## src/hw/rtl/hkrd_pkg.sv

```systemverilog
// Package for the HID keyboard report differ: shared types, sizes and the
// modifier flag mapping. No dependencies.
package hkrd_pkg;

    localparam int SLOT_MAX  = 6;
    localparam int KEY_W     = 8;
    localparam int FLAG_W    = 6;
    localparam int EVT_N     = 2 * SLOT_MAX + 1;
    localparam int EVT_IDX_W = 4;

    // Event positions: releases first, then presses, then the modifier event.
    localparam logic [EVT_IDX_W-1:0] EVT_PRESS_BASE = EVT_IDX_W'(SLOT_MAX);
    localparam logic [EVT_IDX_W-1:0] EVT_MOD        = EVT_IDX_W'(2 * SLOT_MAX);

    typedef logic [KEY_W-1:0]  key_t;
    typedef logic [FLAG_W-1:0] flags_t;
    typedef logic [EVT_N-1:0]  evt_mask_t;

    // Everything one report produces, handed from the compare logic to the
    // serialiser. codes[0..5] are held keys, codes[6..11] are new keys.
    typedef struct packed {
        key_t [2*SLOT_MAX-1:0] codes;
        evt_mask_t             mask;
        flags_t                flags;
        logic                  mod_press;
    } evt_set_t;

    // Modifier byte to lshift, lctrl, lalt, rshift, rctrl, ralt (low bit first).
    function automatic flags_t flags_of(input logic [KEY_W-1:0] m);
        flags_of = {m[6], m[4], m[5], m[2], m[0], m[1]};
    endfunction

endpackage

```

## src/hw/rtl/hid_keyboard_report_differ_core.sv

```systemverilog
// A report passes the input register, the serialiser's pending mask and the
// registered output stage. The serialiser hands out one event per cycle from
// its mask while m_tready does not stall it; a report has at most 13 events.
// Reset (rst_n, asynchronous, active low) clears the held keys and modifier byte
// and empties the input, serialiser and output stages.
// Depends on hkrd_pkg, hkrd_diff and hkrd_emit.
module hid_keyboard_report_differ_core
    import hkrd_pkg::*;
#(
    parameter int KEY_SLOTS = 6
)
(
    input  logic        clk,
    input  logic        rst_n,
    input  logic        s_tvalid,
    output logic        s_tready,
    input  logic [55:0] s_tdata,  // modifier_bits, key_slot_0 .. key_slot_5
    output logic        m_tvalid,
    input  logic        m_tready,
    output logic [15:0] m_tdata,  // event_key, mod_flags, two zero bits
    output logic        m_tuser,  // is_press
    output logic        m_tlast   // last_event
);

    // Input register: holds one report until the serialiser can take its events.
    logic                in_valid_reg, in_valid_next;
    key_t                in_mod_reg;
    key_t [SLOT_MAX-1:0] in_keys_reg;

    // The previous report, as seen by the compare logic.
    key_t [SLOT_MAX-1:0] held_keys_reg;
    key_t                held_mod_reg;

    key_t [SLOT_MAX-1:0] fresh_keys;
    evt_set_t            evts;
    logic                load_ok;
    logic                load;
    logic                in_xfer;

    key_t                out_key;
    flags_t              out_flags;

    logic                high_slot_busy;

    // A report moves on to the serialiser as soon as that has no event left
    // after the current cycle, so the input register frees up in the same cycle.
    assign load     = in_valid_reg && load_ok;
    assign s_tready = !in_valid_reg || load_ok;
    assign in_xfer  = s_tvalid && s_tready;

    always_comb
    begin
        if (in_xfer)
        begin
            in_valid_next = 1'b1;
        end
        else if (load)
        begin
            in_valid_next = 1'b0;
        end
        else
        begin
            in_valid_next = in_valid_reg;
        end
    end

    always_ff @(posedge clk or negedge rst_n)
    begin
        if (!rst_n)
        begin
            in_valid_reg  <= 1'b0;
            held_keys_reg <= '0;
            held_mod_reg  <= '0;
        end
        else
        begin
            in_valid_reg <= in_valid_next;
            // The compared report becomes the previous one as its events are taken.
            if (load)
            begin
                held_keys_reg <= fresh_keys;
                held_mod_reg  <= in_mod_reg;
            end
        end
    end

    always_ff @(posedge clk)
    begin
        if (in_xfer)
        begin
            in_mod_reg <= s_tdata[KEY_W-1:0];
            for (int i = 0; i < SLOT_MAX; i++)
            begin
                in_keys_reg[i] <= s_tdata[KEY_W*(i+1) +: KEY_W];
            end
        end
    end

    hkrd_diff #(
        .KEY_SLOTS (KEY_SLOTS)
    ) u_diff (
        .held_keys  (held_keys_reg),
        .held_mod   (held_mod_reg),
        .new_mod    (in_mod_reg),
        .new_keys   (in_keys_reg),
        .fresh_keys (fresh_keys),
        .evts       (evts)
    );

    // A report with an empty mask is loaded and simply produces no transfer.
    hkrd_emit u_emit (
        .clk       (clk),
        .rst_n     (rst_n),
        .load      (load),
        .evts      (evts),
        .load_ok   (load_ok),
        .out_ready (m_tready),
        .out_valid (m_tvalid),
        .out_key   (out_key),
        .out_flags (out_flags),
        .out_press (m_tuser),
        .out_last  (m_tlast)
    );

    assign m_tdata = {2'b00, out_flags, out_key};

    // Slots beyond KEY_SLOTS must never hold a key in the previous report.
    always_comb
    begin
        logic unused_slot_set;
        unused_slot_set = 1'b0;
        for (int i = 0; i < SLOT_MAX; i++)
        begin
            if (i >= KEY_SLOTS && held_keys_reg[i] != '0)
            begin
                unused_slot_set = 1'b1;
            end
        end
        high_slot_busy = unused_slot_set;
    end

    a_high_slots_empty: assert property (@(posedge clk) disable iff (!rst_n)
        !high_slot_busy)
        else $error("held key found in a slot beyond KEY_SLOTS");

    a_held_mod_follows: assert property (@(posedge clk) disable iff (!rst_n)
        load |=> held_mod_reg == $past(in_mod_reg))
        else $error("held modifier not updated from the compared report");

    a_no_load_without_report: assert property (@(posedge clk) disable iff (!rst_n)
        !in_valid_reg |-> s_tready)
        else $error("input stalled with an empty input register");

endmodule

```

## src/hw/rtl/hkrd_diff.sv

```systemverilog
// Report compare logic: finds released keys, pressed keys and a modifier change.
// Depends on hkrd_pkg.
module hkrd_diff
    import hkrd_pkg::*;
#(
    parameter int KEY_SLOTS = 6
)
(
    input  key_t [SLOT_MAX-1:0] held_keys,
    input  key_t                held_mod,
    input  key_t                new_mod,
    input  key_t [SLOT_MAX-1:0] new_keys,
    output key_t [SLOT_MAX-1:0] fresh_keys,
    output evt_set_t            evts
);

    always_comb
    begin
        for (int i = 0; i < SLOT_MAX; i++)
        begin
            fresh_keys[i] = (i < KEY_SLOTS) ? new_keys[i] : '0;
        end
    end

    // Unused slots are zero on both sides and zero never matches a live key.
    always_comb
    begin
        logic found_new;
        logic found_held;
        evts = '0;
        for (int i = 0; i < SLOT_MAX; i++)
        begin
            found_new  = 1'b0;
            found_held = 1'b0;
            for (int j = 0; j < SLOT_MAX; j++)
            begin
                if (fresh_keys[j] == held_keys[i])
                begin
                    found_new = 1'b1;
                end
                if (held_keys[j] == fresh_keys[i])
                begin
                    found_held = 1'b1;
                end
            end
            evts.codes[i]                = held_keys[i];
            evts.codes[i + SLOT_MAX]     = fresh_keys[i];
            evts.mask[i]                 = (held_keys[i] != '0) && !found_new;
            evts.mask[i + SLOT_MAX]      = (fresh_keys[i] != '0) && !found_held;
        end
        evts.mask[EVT_N-1] = (new_mod != held_mod);
        evts.flags         = flags_of(new_mod);
        evts.mod_press     = (new_mod != '0);
    end

endmodule

```

## src/hw/rtl/hkrd_emit.sv

```systemverilog
// Event serialiser: walks the event mask of one report lowest bit first and
// drives the registered result stage. Depends on hkrd_pkg.
module hkrd_emit
    import hkrd_pkg::*;
(
    input  logic     clk,
    input  logic     rst_n,
    input  logic     load,
    input  evt_set_t evts,
    output logic     load_ok,
    input  logic     out_ready,
    output logic     out_valid,
    output key_t     out_key,
    output flags_t   out_flags,
    output logic     out_press,
    output logic     out_last
);

    evt_mask_t             pend_reg, pend_next;
    key_t [2*SLOT_MAX-1:0] codes_reg;
    flags_t                flags_reg;
    logic                  modp_reg;
    logic                  out_valid_reg, out_valid_next;
    key_t                  out_key_reg;
    flags_t                out_flags_reg;
    logic                  out_press_reg;
    logic                  out_last_reg;

    logic [EVT_IDX_W-1:0]  sel;
    evt_mask_t             remaining;
    logic                  send;
    key_t                  sel_key;
    logic                  sel_press;

    always_comb
    begin
        sel = '0;
        for (int i = EVT_N - 1; i >= 0; i--)
        begin
            if (pend_reg[i])
            begin
                sel = EVT_IDX_W'(i);
            end
        end
    end

    assign remaining = pend_reg & ~(evt_mask_t'(1) << sel);
    assign send      = (pend_reg != '0) && (!out_valid_reg || out_ready);
    assign load_ok   = (pend_reg == '0) || (send && (remaining == '0));

    always_comb
    begin
        if (sel == EVT_MOD)
        begin
            sel_key   = '0;
            sel_press = modp_reg;
        end
        else
        begin
            sel_key   = codes_reg[sel];
            sel_press = (sel >= EVT_PRESS_BASE);
        end
    end

    always_comb
    begin
        pend_next = pend_reg;
        if (send)
        begin
            pend_next = remaining;
        end
        if (load)
        begin
            pend_next = evts.mask;
        end
        if (send)
        begin
            out_valid_next = 1'b1;
        end
        else if (out_ready)
        begin
            out_valid_next = 1'b0;
        end
        else
        begin
            out_valid_next = out_valid_reg;
        end
    end

    always_ff @(posedge clk or negedge rst_n)
    begin
        if (!rst_n)
        begin
            pend_reg      <= '0;
            out_valid_reg <= 1'b0;
        end
        else
        begin
            pend_reg      <= pend_next;
            out_valid_reg <= out_valid_next;
        end
    end

    always_ff @(posedge clk)
    begin
        if (load)
        begin
            codes_reg <= evts.codes;
            flags_reg <= evts.flags;
            modp_reg  <= evts.mod_press;
        end
        if (send)
        begin
            out_key_reg   <= sel_key;
            out_flags_reg <= flags_reg;
            out_press_reg <= sel_press;
            out_last_reg  <= (remaining == '0);
        end
    end

    assign out_valid = out_valid_reg;
    assign out_key   = out_key_reg;
    assign out_flags = out_flags_reg;
    assign out_press = out_press_reg;
    assign out_last  = out_last_reg;

endmodule
```

## config.mk

```make
export PLATFORM = sky130hd
export DESIGN_NAME = hid_keyboard_report_differ_core
export DESIGN_NICKNAME = d
export VERILOG_FILES = /design/src/hw/rtl/hkrd_pkg.sv /design/src/hw/rtl/hid_keyboard_report_differ_core.sv /design/src/hw/rtl/hkrd_diff.sv /design/src/hw/rtl/hkrd_emit.sv
export SDC_FILE = /design/constraint.sdc
export NUM_CORES = 1
export LEC_CHECK = 0
export ABC_AREA = 0
export ABC_CLOCK_PERIOD_IN_PS = 5200
export BUFFER_PORTS_ARGS = -buffer_cell sky130_fd_sc_hd__buf_4
export CORE_ASPECT_RATIO = 0.75
export CORE_UTILIZATION = 40
export CTS_CLUSTER_DIAMETER = 30
export CTS_CLUSTER_SIZE = 16
export DETAILED_ROUTE_END_ITERATION = 7
export GPL_ROUTABILITY_DRIVEN = 0
export SKIP_LAST_GASP = 1
export SLEW_MARGIN = 20
export SYNTH_ARGS = -nofsm -noshare
export SYNTH_HDL_FRONTEND = slang
export SYNTH_HIERARCHICAL = 1
export SYNTH_SLANG_ARGS = --single-unit
```

## constraint.sdc

```tcl
create_clock -name clk -period 5.2 [get_ports clk]
set_input_delay 1.04 -clock clk [delete_from_list [all_inputs] [get_ports clk]]
set_output_delay 1.04 -clock clk [all_outputs]
set_load 0.05 [all_outputs]
```

==> Yosys cells after proc, flatten, opt, wreduce, memory -nomap -nowiden <==
Cells that the tools add are included.
{ "classes": {"n_lt_le_gt_ge": 2, "eq_ne": 74, "shifts": 1, "mux": 94, "n_bitwise": 2, "reduce_logical": 52} }
{ "ops": {"columns": ["operator", "count"], "rows": [
  ["8-bit equality test", 72],
  ["8-bit nonzero test", 13],
  ["1-bit two-way mux", 77],
  ["4-bit two-way mux", 13],
  ["8-bit binary-select mux with 4-bit select", 1],
  ["13-bit zero test", 2],
  ["13-bit two-way mux", 2],
  ["1-bit logical AND", 16],
  ["1-bit zero test", 14],
  ["13-bit AND", 1],
  ["13-bit inverter", 1],
  ["13-bit nonzero test", 1],
  ["1-bit by 4-bit left shift with 13-bit output, first input constant", 1],
  ["8-bit two-way mux", 1],
  ["8-bit inequality test", 1],
  ["2-bit nonzero test", 3],
  ["4-bit by 5-bit less-than comparator with 1-bit output, second input constant", 1],
  ["4-bit equality test, second input constant", 1],
  ["4-bit by 3-bit greater-or-equal comparator with 1-bit output, second input constant", 1],
  ["1-bit logical OR", 3]
]} }
{ "totals": {"register_bits": 246, "input_bits": 60, "output_inout_bits": 20, "elab_cells": 260} }

==> Logic depth before layout (Yosys ltp) <==
Gate-level depths: netlist (run 1).
{ "logic_depth": {"depth_word": 22, "depth_mapped": 16, "mapped_depth_nobuf": 10} }

==> By module <==
The synthesis (run 1) kept the hierarchy.
{ "by_module_without_submodules": {"columns": ["module", "n_inst", "cells_per_inst", "area_each_um2"], "rows": [
  ["hkrd_emit", 1, 379, 5615.4],
  ["hkrd_diff", 1, 725, 5338.9],
  ["hid_keyboard_report_differ_core", 1, 183, 3947.5]
]} }

==> Worst setup path before layout (run 1) <==
No wires, ideal clock.
{ "synth_timing": {"path_kind": "reg2reg", "from": "register u_emit.pend_reg[2]", "to": "register u_emit.pend_reg[6]", "arrival_ns": 5.105, "required_time_ns": 5.064, "setup_slack_ns": -0.041, "stages_incl_launch_ff": 15, "period_less_slack_ns": 5.241, "path_cell_list": "dfrtp_1 buf_2 nor4_4 nand3_1 a211o_1 a22oi_1 nand3_1 o31ai_1 nand2_1 buf_6 buf_6 inv_1 clkbuf_1 clkbuf_1 o21ai_0"} }
{ "synth_between": {"elab_chain_len": 11, "word_cells_on_any_way": 16, "classes_between": "shift (1); mux (5); bitwise (2); reduce/logical (8)"} }
{ "synth_lines": {"columns": ["item", "line_no", "rtl"], "rows": [
  ["from (decl)", "hkrd_emit.sv:19", "evt_mask_t pend_reg, pend_next;"],
  ["from (signal assigned)", "hkrd_emit.sv:99", "pend_reg <= pend_next;"],
  ["4-bit two-way mux (3 in a row)", "hkrd_emit.sv:40", "if (pend_reg[i])"],
  ["1-bit by 4-bit left shift with 13-bit output", "hkrd_emit.sv:47", "assign remaining = pend_reg & ~(evt_mask_t'(1) << sel);"],
  ["13-bit inverter", "hkrd_emit.sv:47", null],
  ["13-bit AND", "hkrd_emit.sv:47", null],
  ["13-bit zero test", "hkrd_emit.sv:49", "assign load_ok = (pend_reg == '0) || (send && (remaining == '0));"],
  ["1-bit logical AND", "hkrd_emit.sv:49", null],
  ["1-bit logical OR *", "hkrd_emit.sv:49", null],
  ["net load_ok", "hid_keyboard_report_differ_core.sv:36", "logic load_ok;"],
  ["1-bit logical AND *", "hid_keyboard_report_differ_core.sv:47", "assign load = in_valid_reg && load_ok;"],
  ["net load", "hid_keyboard_report_differ_core.sv:37", "logic load;"],
  ["13-bit two-way mux or 2-bit nonzero test (tied branches)", null, null]
]} }
The timed path passes the listed nets; every way through them passes the cells marked *. The select of a mux whose other input is x is not followed.
A chain may end at the register's enable or synchronous reset.

==> Worst setup path in the final report (run 1) <==
{ "layout_timing": {"from": "register u_emit.pend_reg[3]", "to": "output s_tready"} }
{ "layout_between": {"elab_chain_len": 11, "word_cells_on_any_way": 14, "classes_between": "shift (1); mux (4); bitwise (2); reduce/logical (7)"} }
{ "layout_lines": {"columns": ["item", "line_no", "rtl"], "rows": [
  ["4-bit two-way mux (4 in a row)", "hkrd_emit.sv:40", null],
  ["1-bit by 4-bit left shift with 13-bit output", "hkrd_emit.sv:47", null],
  ["13-bit inverter", "hkrd_emit.sv:47", null],
  ["13-bit AND", "hkrd_emit.sv:47", null],
  ["13-bit zero test", "hkrd_emit.sv:49", null],
  ["1-bit logical AND", "hkrd_emit.sv:49", null],
  ["1-bit logical OR *", "hkrd_emit.sv:49", null],
  ["net load_ok", "hid_keyboard_report_differ_core.sv:36", null],
  ["1-bit logical OR *", "hid_keyboard_report_differ_core.sv:48", "assign s_tready = !in_valid_reg || load_ok;"],
  ["to (decl)", "hid_keyboard_report_differ_core.sv:16", "output logic s_tready,"]
]} }
The timed path passes the listed nets; every way through them passes the cells marked *.

==> results of run 1 <==
==> final cells by class <==
type                            instances  area share [%]
Tap cell                              496            3.91
Clock buffer                           49            7.45
Sequential cell                       246            44.3
Timing Repair Buffer                   87            4.27
Multi-Input combinational cell        765            37.6
Inverter                                5           0.142
Clock inverter                         32            2.27
==> synth_stat cells (2+ instances only) <==
| master | n | area, µm² |
|---|---|---|
| a2111oi_0 | 2 | 17.5 |
| a2111oi_2 | 4 | 60.1 |
| a211o_1 | 3 | 26.3 |
| a21o_1 | 6 | 45.0 |
| a21oi_1 | 9 | 45.0 |
| a21oi_2 | 2 | 17.5 |
| a221o_1 | 10 | 100 |
| a221oi_1 | 7 | 61.3 |
| a22oi_1 | 2 | 15.0 |
| a31oi_1 | 2 | 12.5 |
| a32o_1 | 6 | 60.1 |
| and2_1 | 9 | 56.3 |
| and3_1 | 7 | 43.8 |
| and4b_1 | 2 | 20.0 |
| buf_2 | 74 | 370 |
| buf_4 | 176 | 1320 |
| buf_6 | 17 | 191 |
| clkbuf_1 | 5 | 18.8 |
| dfrtp_1 | 71 | 1780 |
| edfxtp_1 | 175 | 5260 |
| inv_1 | 5 | 18.8 |
| mux2_1 | 3 | 33.8 |
| mux2_2 | 32 | 360 |
| mux2_4 | 29 | 435 |
| mux2i_1 | 11 | 110 |
| nand2_1 | 96 | 360 |
| nand2b_1 | 5 | 31.3 |
| nand3_1 | 8 | 40.0 |
| nand4_1 | 29 | 181 |
| nor2_1 | 21 | 78.8 |
| nor2_2 | 3 | 18.8 |
| nor3_1 | 11 | 55.1 |
| nor3_2 | 3 | 30.0 |
| nor4_1 | 82 | 513 |
| nor4_2 | 4 | 50.1 |
| nor4b_2 | 2 | 30.0 |
| o2111ai_1 | 2 | 17.5 |
| o21ai_0 | 18 | 90.1 |
| o21ai_1 | 6 | 30.0 |
| o31ai_1 | 5 | 37.5 |
| or2_2 | 3 | 18.8 |
| or4_4 | 3 | 33.8 |
| xnor2_1 | 88 | 771 |
| xor2_1 | 208 | 1820 |
==> worst paths after layout <==
| check | end | slack, ns | depth (start not counted) |
|---|---|---|---|
| max in group asynchronous | held_keys_reg[46] | 4.12 | 2 |
| min in group asynchronous | held_keys_reg[7] | 0.45 | 1 |
| setup / recovery | s_tready | 0.72 | 8 |
| hold reg to reg | u_emit/out_flags[4] | 0.42 | 0 |
| setup reg to reg | u_emit/codes_reg[67] | 1.07 | 9 |
| hold / removal | u_emit/out_flags[4] | 0.42 | 0 |
==> routing by layer <==
| layer | vias up | share of wire, % | global-route usage [%] |
|---|---|---|---|
| met3 | 76 | 12 | 6.39 |
| li1 | 4094 | - | - |
| met4 | 0 | 2.1 | 6.39 |
| met2 | 568 | 40 | 30.1 |
| met5 | - | 0 | 0 |
| met1 | 4834 | 46 | 34.4 |
==> power by group <==
| part | switching (mW) | internal (mW) | total [mW] | leakage [nW] |
|---|---|---|---|---|
| registers | 1.46 | 2.84 | 4.30 | 2.46 |
| clock network | 1.04 | 1.86 | 2.90 | 0.746 |
| logic | 2.16 | 1.81 | 3.97 | 2.82 |
==> critical path, cell delays in order (launching register included) <==
cell      delay, ns
dfrtp_1        0.50
nor4_4         0.62
nand3_1        0.21
a211o_1        0.35
a22oi_1        0.19
nand3_1        0.13
o31ai_1        0.43
nand2b_1       0.22
buf_4          0.22
==> kinds of logic after synthesis <==
| logic type | share of synthesized area, % |
|---|---|
| flops | 47.2 |
| simple gates | 11.1 |
| xor+xnor | 17.4 |
| buf+inv | 12.9 |
| mux | 6.31 |
| compound gates | 5.10 |
| other cells | 0.0252 |
==> through the flow <==
step	setup slack (ns)	power, mW	std cells
after floorplan	0.897	7.36	1288
after global placement	1.28	8.08	1598
after detailed placement	1.18	8.17	1598
after CTS	0.763	11.1	1679
after global routing	0.542	11.6	1680
final	0.724	11.2	1680
==> summary.txt, run 1 <==
Post-CTS resize count: 0
WS Path Type: reg -> out
Commonest non-fill, non-tap cell in the layout: xor2_1
DP Area: 0.0143 mm²
Hold buffer count at cts: 0
Final ANT Viol Nets: 0
Nets@finish: 1209
Reg clk slew, reported paths: 0.05 ns
Post-route design area: 0.0159 mm²
CP Max Fanout: 10
Final Util: 43.8%
Worst setup startpoint: u_emit/pend_reg[3]
DRC violations left: 0
Max-slew violation count: 0
Hold Slack: 0.420 ns
Fmax: 223 MHz
Mapped Avg Cell Area: 11.6 µm²
GRT overflow: 0
Vias per cell: 5.70
Setup Buffers After CTS: 0
CP required: 4.16 ns
Worst setup EP type: output pin
Area growth, synth to finish: 6.46%
Yosys reg bits: 246
Num CTS Buffers: 44
PortBufs: 77
Dominant synthesized flop cell: edfxtp_1
Largest net degree at the start of global routing: 81
VDD IR-drop max: 0.289 mV
Largest register FFs: 96
Flip-flop and latch area: 0.00703 mm²
DRT Pass-1 Iters: 5
Most frequent cells in the layout: xor2_1 (208), edfxtp_1 (175), nand2_1 (95)
First-pass GRT wire length: 62.3 mm
RSZ-0062 raised after global routing: no
Status: complete, no violations
Min Tclk post-route: 4.48 ns
Final Cycle Share: 86.1%
Final setup fails: 0
Vias in the first global route: 9115
DP HPWL: 28.3 mm
Final Hold Fails: 0
Die Height: 169 µm
Total of max-cap violations: 0
Core Region: 0.0363 mm²
Ys Warns: 6
Worst Min Path Start: u_emit/flags_reg[4]
Worst R2R Start: u_emit/pend_reg[3]
Worst-Skew Late Latency: 0.56 ns
Routed wire length: 42.4 mm
Core Rows: 60
Pwr/cell area: 704 mW/mm²
Tot GR Track Use: 22.4%
Fin Clk Skew: 0.0154 ns
Clock sink count: 246
Worst min path class: reg -> reg
Clk buf depth: 3
Die ar.: 0.0380 mm²
Share of layout cells above drive strength 1: 22.0%
Die width: 225 µm
Crit path DAT: 3.44 ns
EDFF count, synth: 175
Synth Cell Area: 0.0149 mm²
Starting density of the core: 41.1%
Root Driver: clkbuf_16
CTS tree: built
I/O pin total: 80
Via count: 9572
Drt wl/cell: 25.2 µm
Worst Max-Slew Pin Slew: 1.18 ns
Cells after synthesis: 1287
Antenna cell count: 0
Slew HR: 20.7%
Worst Setup Start Kind: register
Fill count: 3317
Pleak: 6.02 nW
H-tree levels: 2
Multi-input logic area: 0.00597 mm²
FFs w/ async S/R, synth: 28.9%
Initial antenna violation count: 0
Initial DRC count: 1195
Setup TNS: 0 ns
Seq/Total Area, Yosys: 47.2%
Netlist cell types: 65
(Power assumes the default switching activity.)
==> inputs of run 2 (changes only) <==
==> constraint.sdc (replaced) <==
create_clock -name clk -period 5.2 [get_ports clk]
set_input_delay 0.26 -clock clk [delete_from_list [all_inputs] [get_ports clk]]
set_output_delay 0.26 -clock clk [all_outputs]
set_load 0.05 [all_outputs]
==> summary.txt, run 2 (synthesis gave the netlist of run 1 again) <==
R2R setup slack: 1.41 ns
Root Driver: clkbuf_16
Crit path DAT: 3.99 ns
Area growth, synth to finish: 9.24%
Final setup fails: 0
H-tree levels: 2
Max-slew violation count: 0
Share of layout cells above drive strength 1: 20.4%
Reg2Reg Depth: 9
Pleak: 6.18 nW
Final Hold Fails: 0
Setup TNS: 0 ns
Core Region: 0.0363 mm²
PortBufs: 77
Worst Setup Start Kind: register
Pint: 6.36 mW
Vias per cell: 5.58
Hold Slack: 0.0938 ns
Psw: 4.59 mW
Nets@finish: 1262
First-pass GRT wire length: 62.2 mm
CP Max Fanout: 57
Worst-Skew Late Latency: 0.53 ns
Most frequent cells in the layout: xor2_1 (208), edfxtp_1 (175), nand2_1 (95)
Clk buf depth: 3
Sequential power share: 39.3%
Fill count: 3295
DRT Pass-1 Iters: 7
Initial DRC count: 1099
CP required: 5.40 ns
Worst R2R Start: u_emit/pend_reg[3]
I/O pin total: 80
Clock Power Share: 24.0%
Die width: 225 µm
Pwr/cell area: 672 mW/mm²
RSZ-0062 raised after global routing: no
Num CTS Buffers: 39
Worst setup endpoint: u_emit/codes_reg[92]
Antenna cell count: 0
Final Cycle Share: 72.9%
CTS tree: built
Min Tclk post-route: 3.79 ns
Routed wire length: 42.6 mm
WS Path Type: reg -> reg
Slew HR: 17.2%
DRC violations left: 0
Core Rows: 60
Total of max-cap violations: 0
Worst setup EP type: register
Starting density of the core: 41.1%
Via count: 9649
Clock sink count: 246
Final ANT Viol Nets: 0
Commonest non-fill, non-tap cell in the layout: xor2_1
Comb power frac: 36.7%
Die Height: 169 µm
Worst setup startpoint: u_emit/pend_reg[3]
Die ar.: 0.0380 mm²
Worst Max-Slew Pin Slew: 1.24 ns
Final Util: 44.9%
Fin Clk Skew: 0.0181 ns
VDD IR-drop max: 0.327 mV
Largest net degree at the start of global routing: 72
Vias in the first global route: 9280
RR Endpoint: u_emit/codes_reg[92]
DP HPWL: 28.1 mm
Drt wl/cell: 24.6 µm
Initial antenna violation count: 0
Net Sw Frac: 41.9%
Worst min path class: in -> reg
Reg clk slew, reported paths: 0.06 ns
Fmax: 264 MHz
Largest register FFs: 96
Tot GR Track Use: 22.4%
GRT overflow: 0
Status: complete, no violations
run 2: cell count changes in the layout (fill, tap and decap cells not counted), sizes merged:
cell,delta
dlygate4sd3,+58
clkinv,-4
inv,-1
clkbuf,-5
run 2: layout make-up:
type                       count  area, µm²  area share (%)
clock buffer                  44       1050            6.43
tap                          496        621            3.81
sequential                   246       7030            43.2
timing repair buffer         145       1290            7.93
inverter                       5       22.5           0.138
multi-input combinational    765       5970            36.7
clock inverter                27        297            1.82
run 2: power by group through the flow:
stage	Combinational, mW	Sequential [mW]	Clock [mW]
6_report	4.02	4.31	2.62
5_1_grt	4.29	4.35	2.76
4_1_cts	3.95	4.25	2.67
3_5_place_dp	3.90	4.29	0
3_3_place_gp	3.84	4.27	0
2_1_floorplan	4.05	3.32	0
run 2: routing by layer:
metal | global-route usage (%) | wire, µm
met1 | 34.7 | 19300
met2 | 30.6 | 17400
met3 | 6.06 | 5160
met4 | 5.26 | 711
met5 | 0 | 0
run 2: timing repair:
item | CTS | global route
gates resized for setup | 0 | 0
hold buffers | 58 | 0
setup buffers | 0 | 0
setup endpoints to repair | 0 | 0
hold endpoints to repair | 128 | 0
run 2: how the worst min path moves through the flow:
stage          slack [ns]             endpoint  cells after the start                 from
2_1_floorplan       -0.04     held_keys_reg[0]                      0                rst_n
3_3_place_gp         0.40  u_emit/out_flags[0]                      0  u_emit/flags_reg[0]
3_5_place_dp         0.40  u_emit/out_flags[5]                      0  u_emit/flags_reg[5]
4_1_cts              0.08     u_emit/out_valid                      3             m_tready
5_1_grt              0.11     u_emit/out_valid                      3             m_tready
6_report             0.09     u_emit/out_valid                      3             m_tready
run 2: worst max-delay path: stages, from the launching register on:
cell        delay [ns]
dfrtp_1           0.49
nor4_4            0.61
nand3_1           0.18
a211o_1           0.33
a22oi_1           0.18
nand3_1           0.13
o31ai_1           0.45
nand2_4           0.09
clkinvlp_4        0.60
buf_12            0.35
run 2: through the flow:
stage	std cells	area [µm²]	power [mW]	setup slack, ns
2_1_floorplan	1288	14900	7.36	0.897
3_3_place_gp	1598	14300	8.11	1.53
3_5_place_dp	1598	14300	8.19	1.43
4_1_cts	1727	16200	10.9	1.43
5_1_grt	1728	16300	11.4	1.09
6_report	1728	16300	10.9	1.41
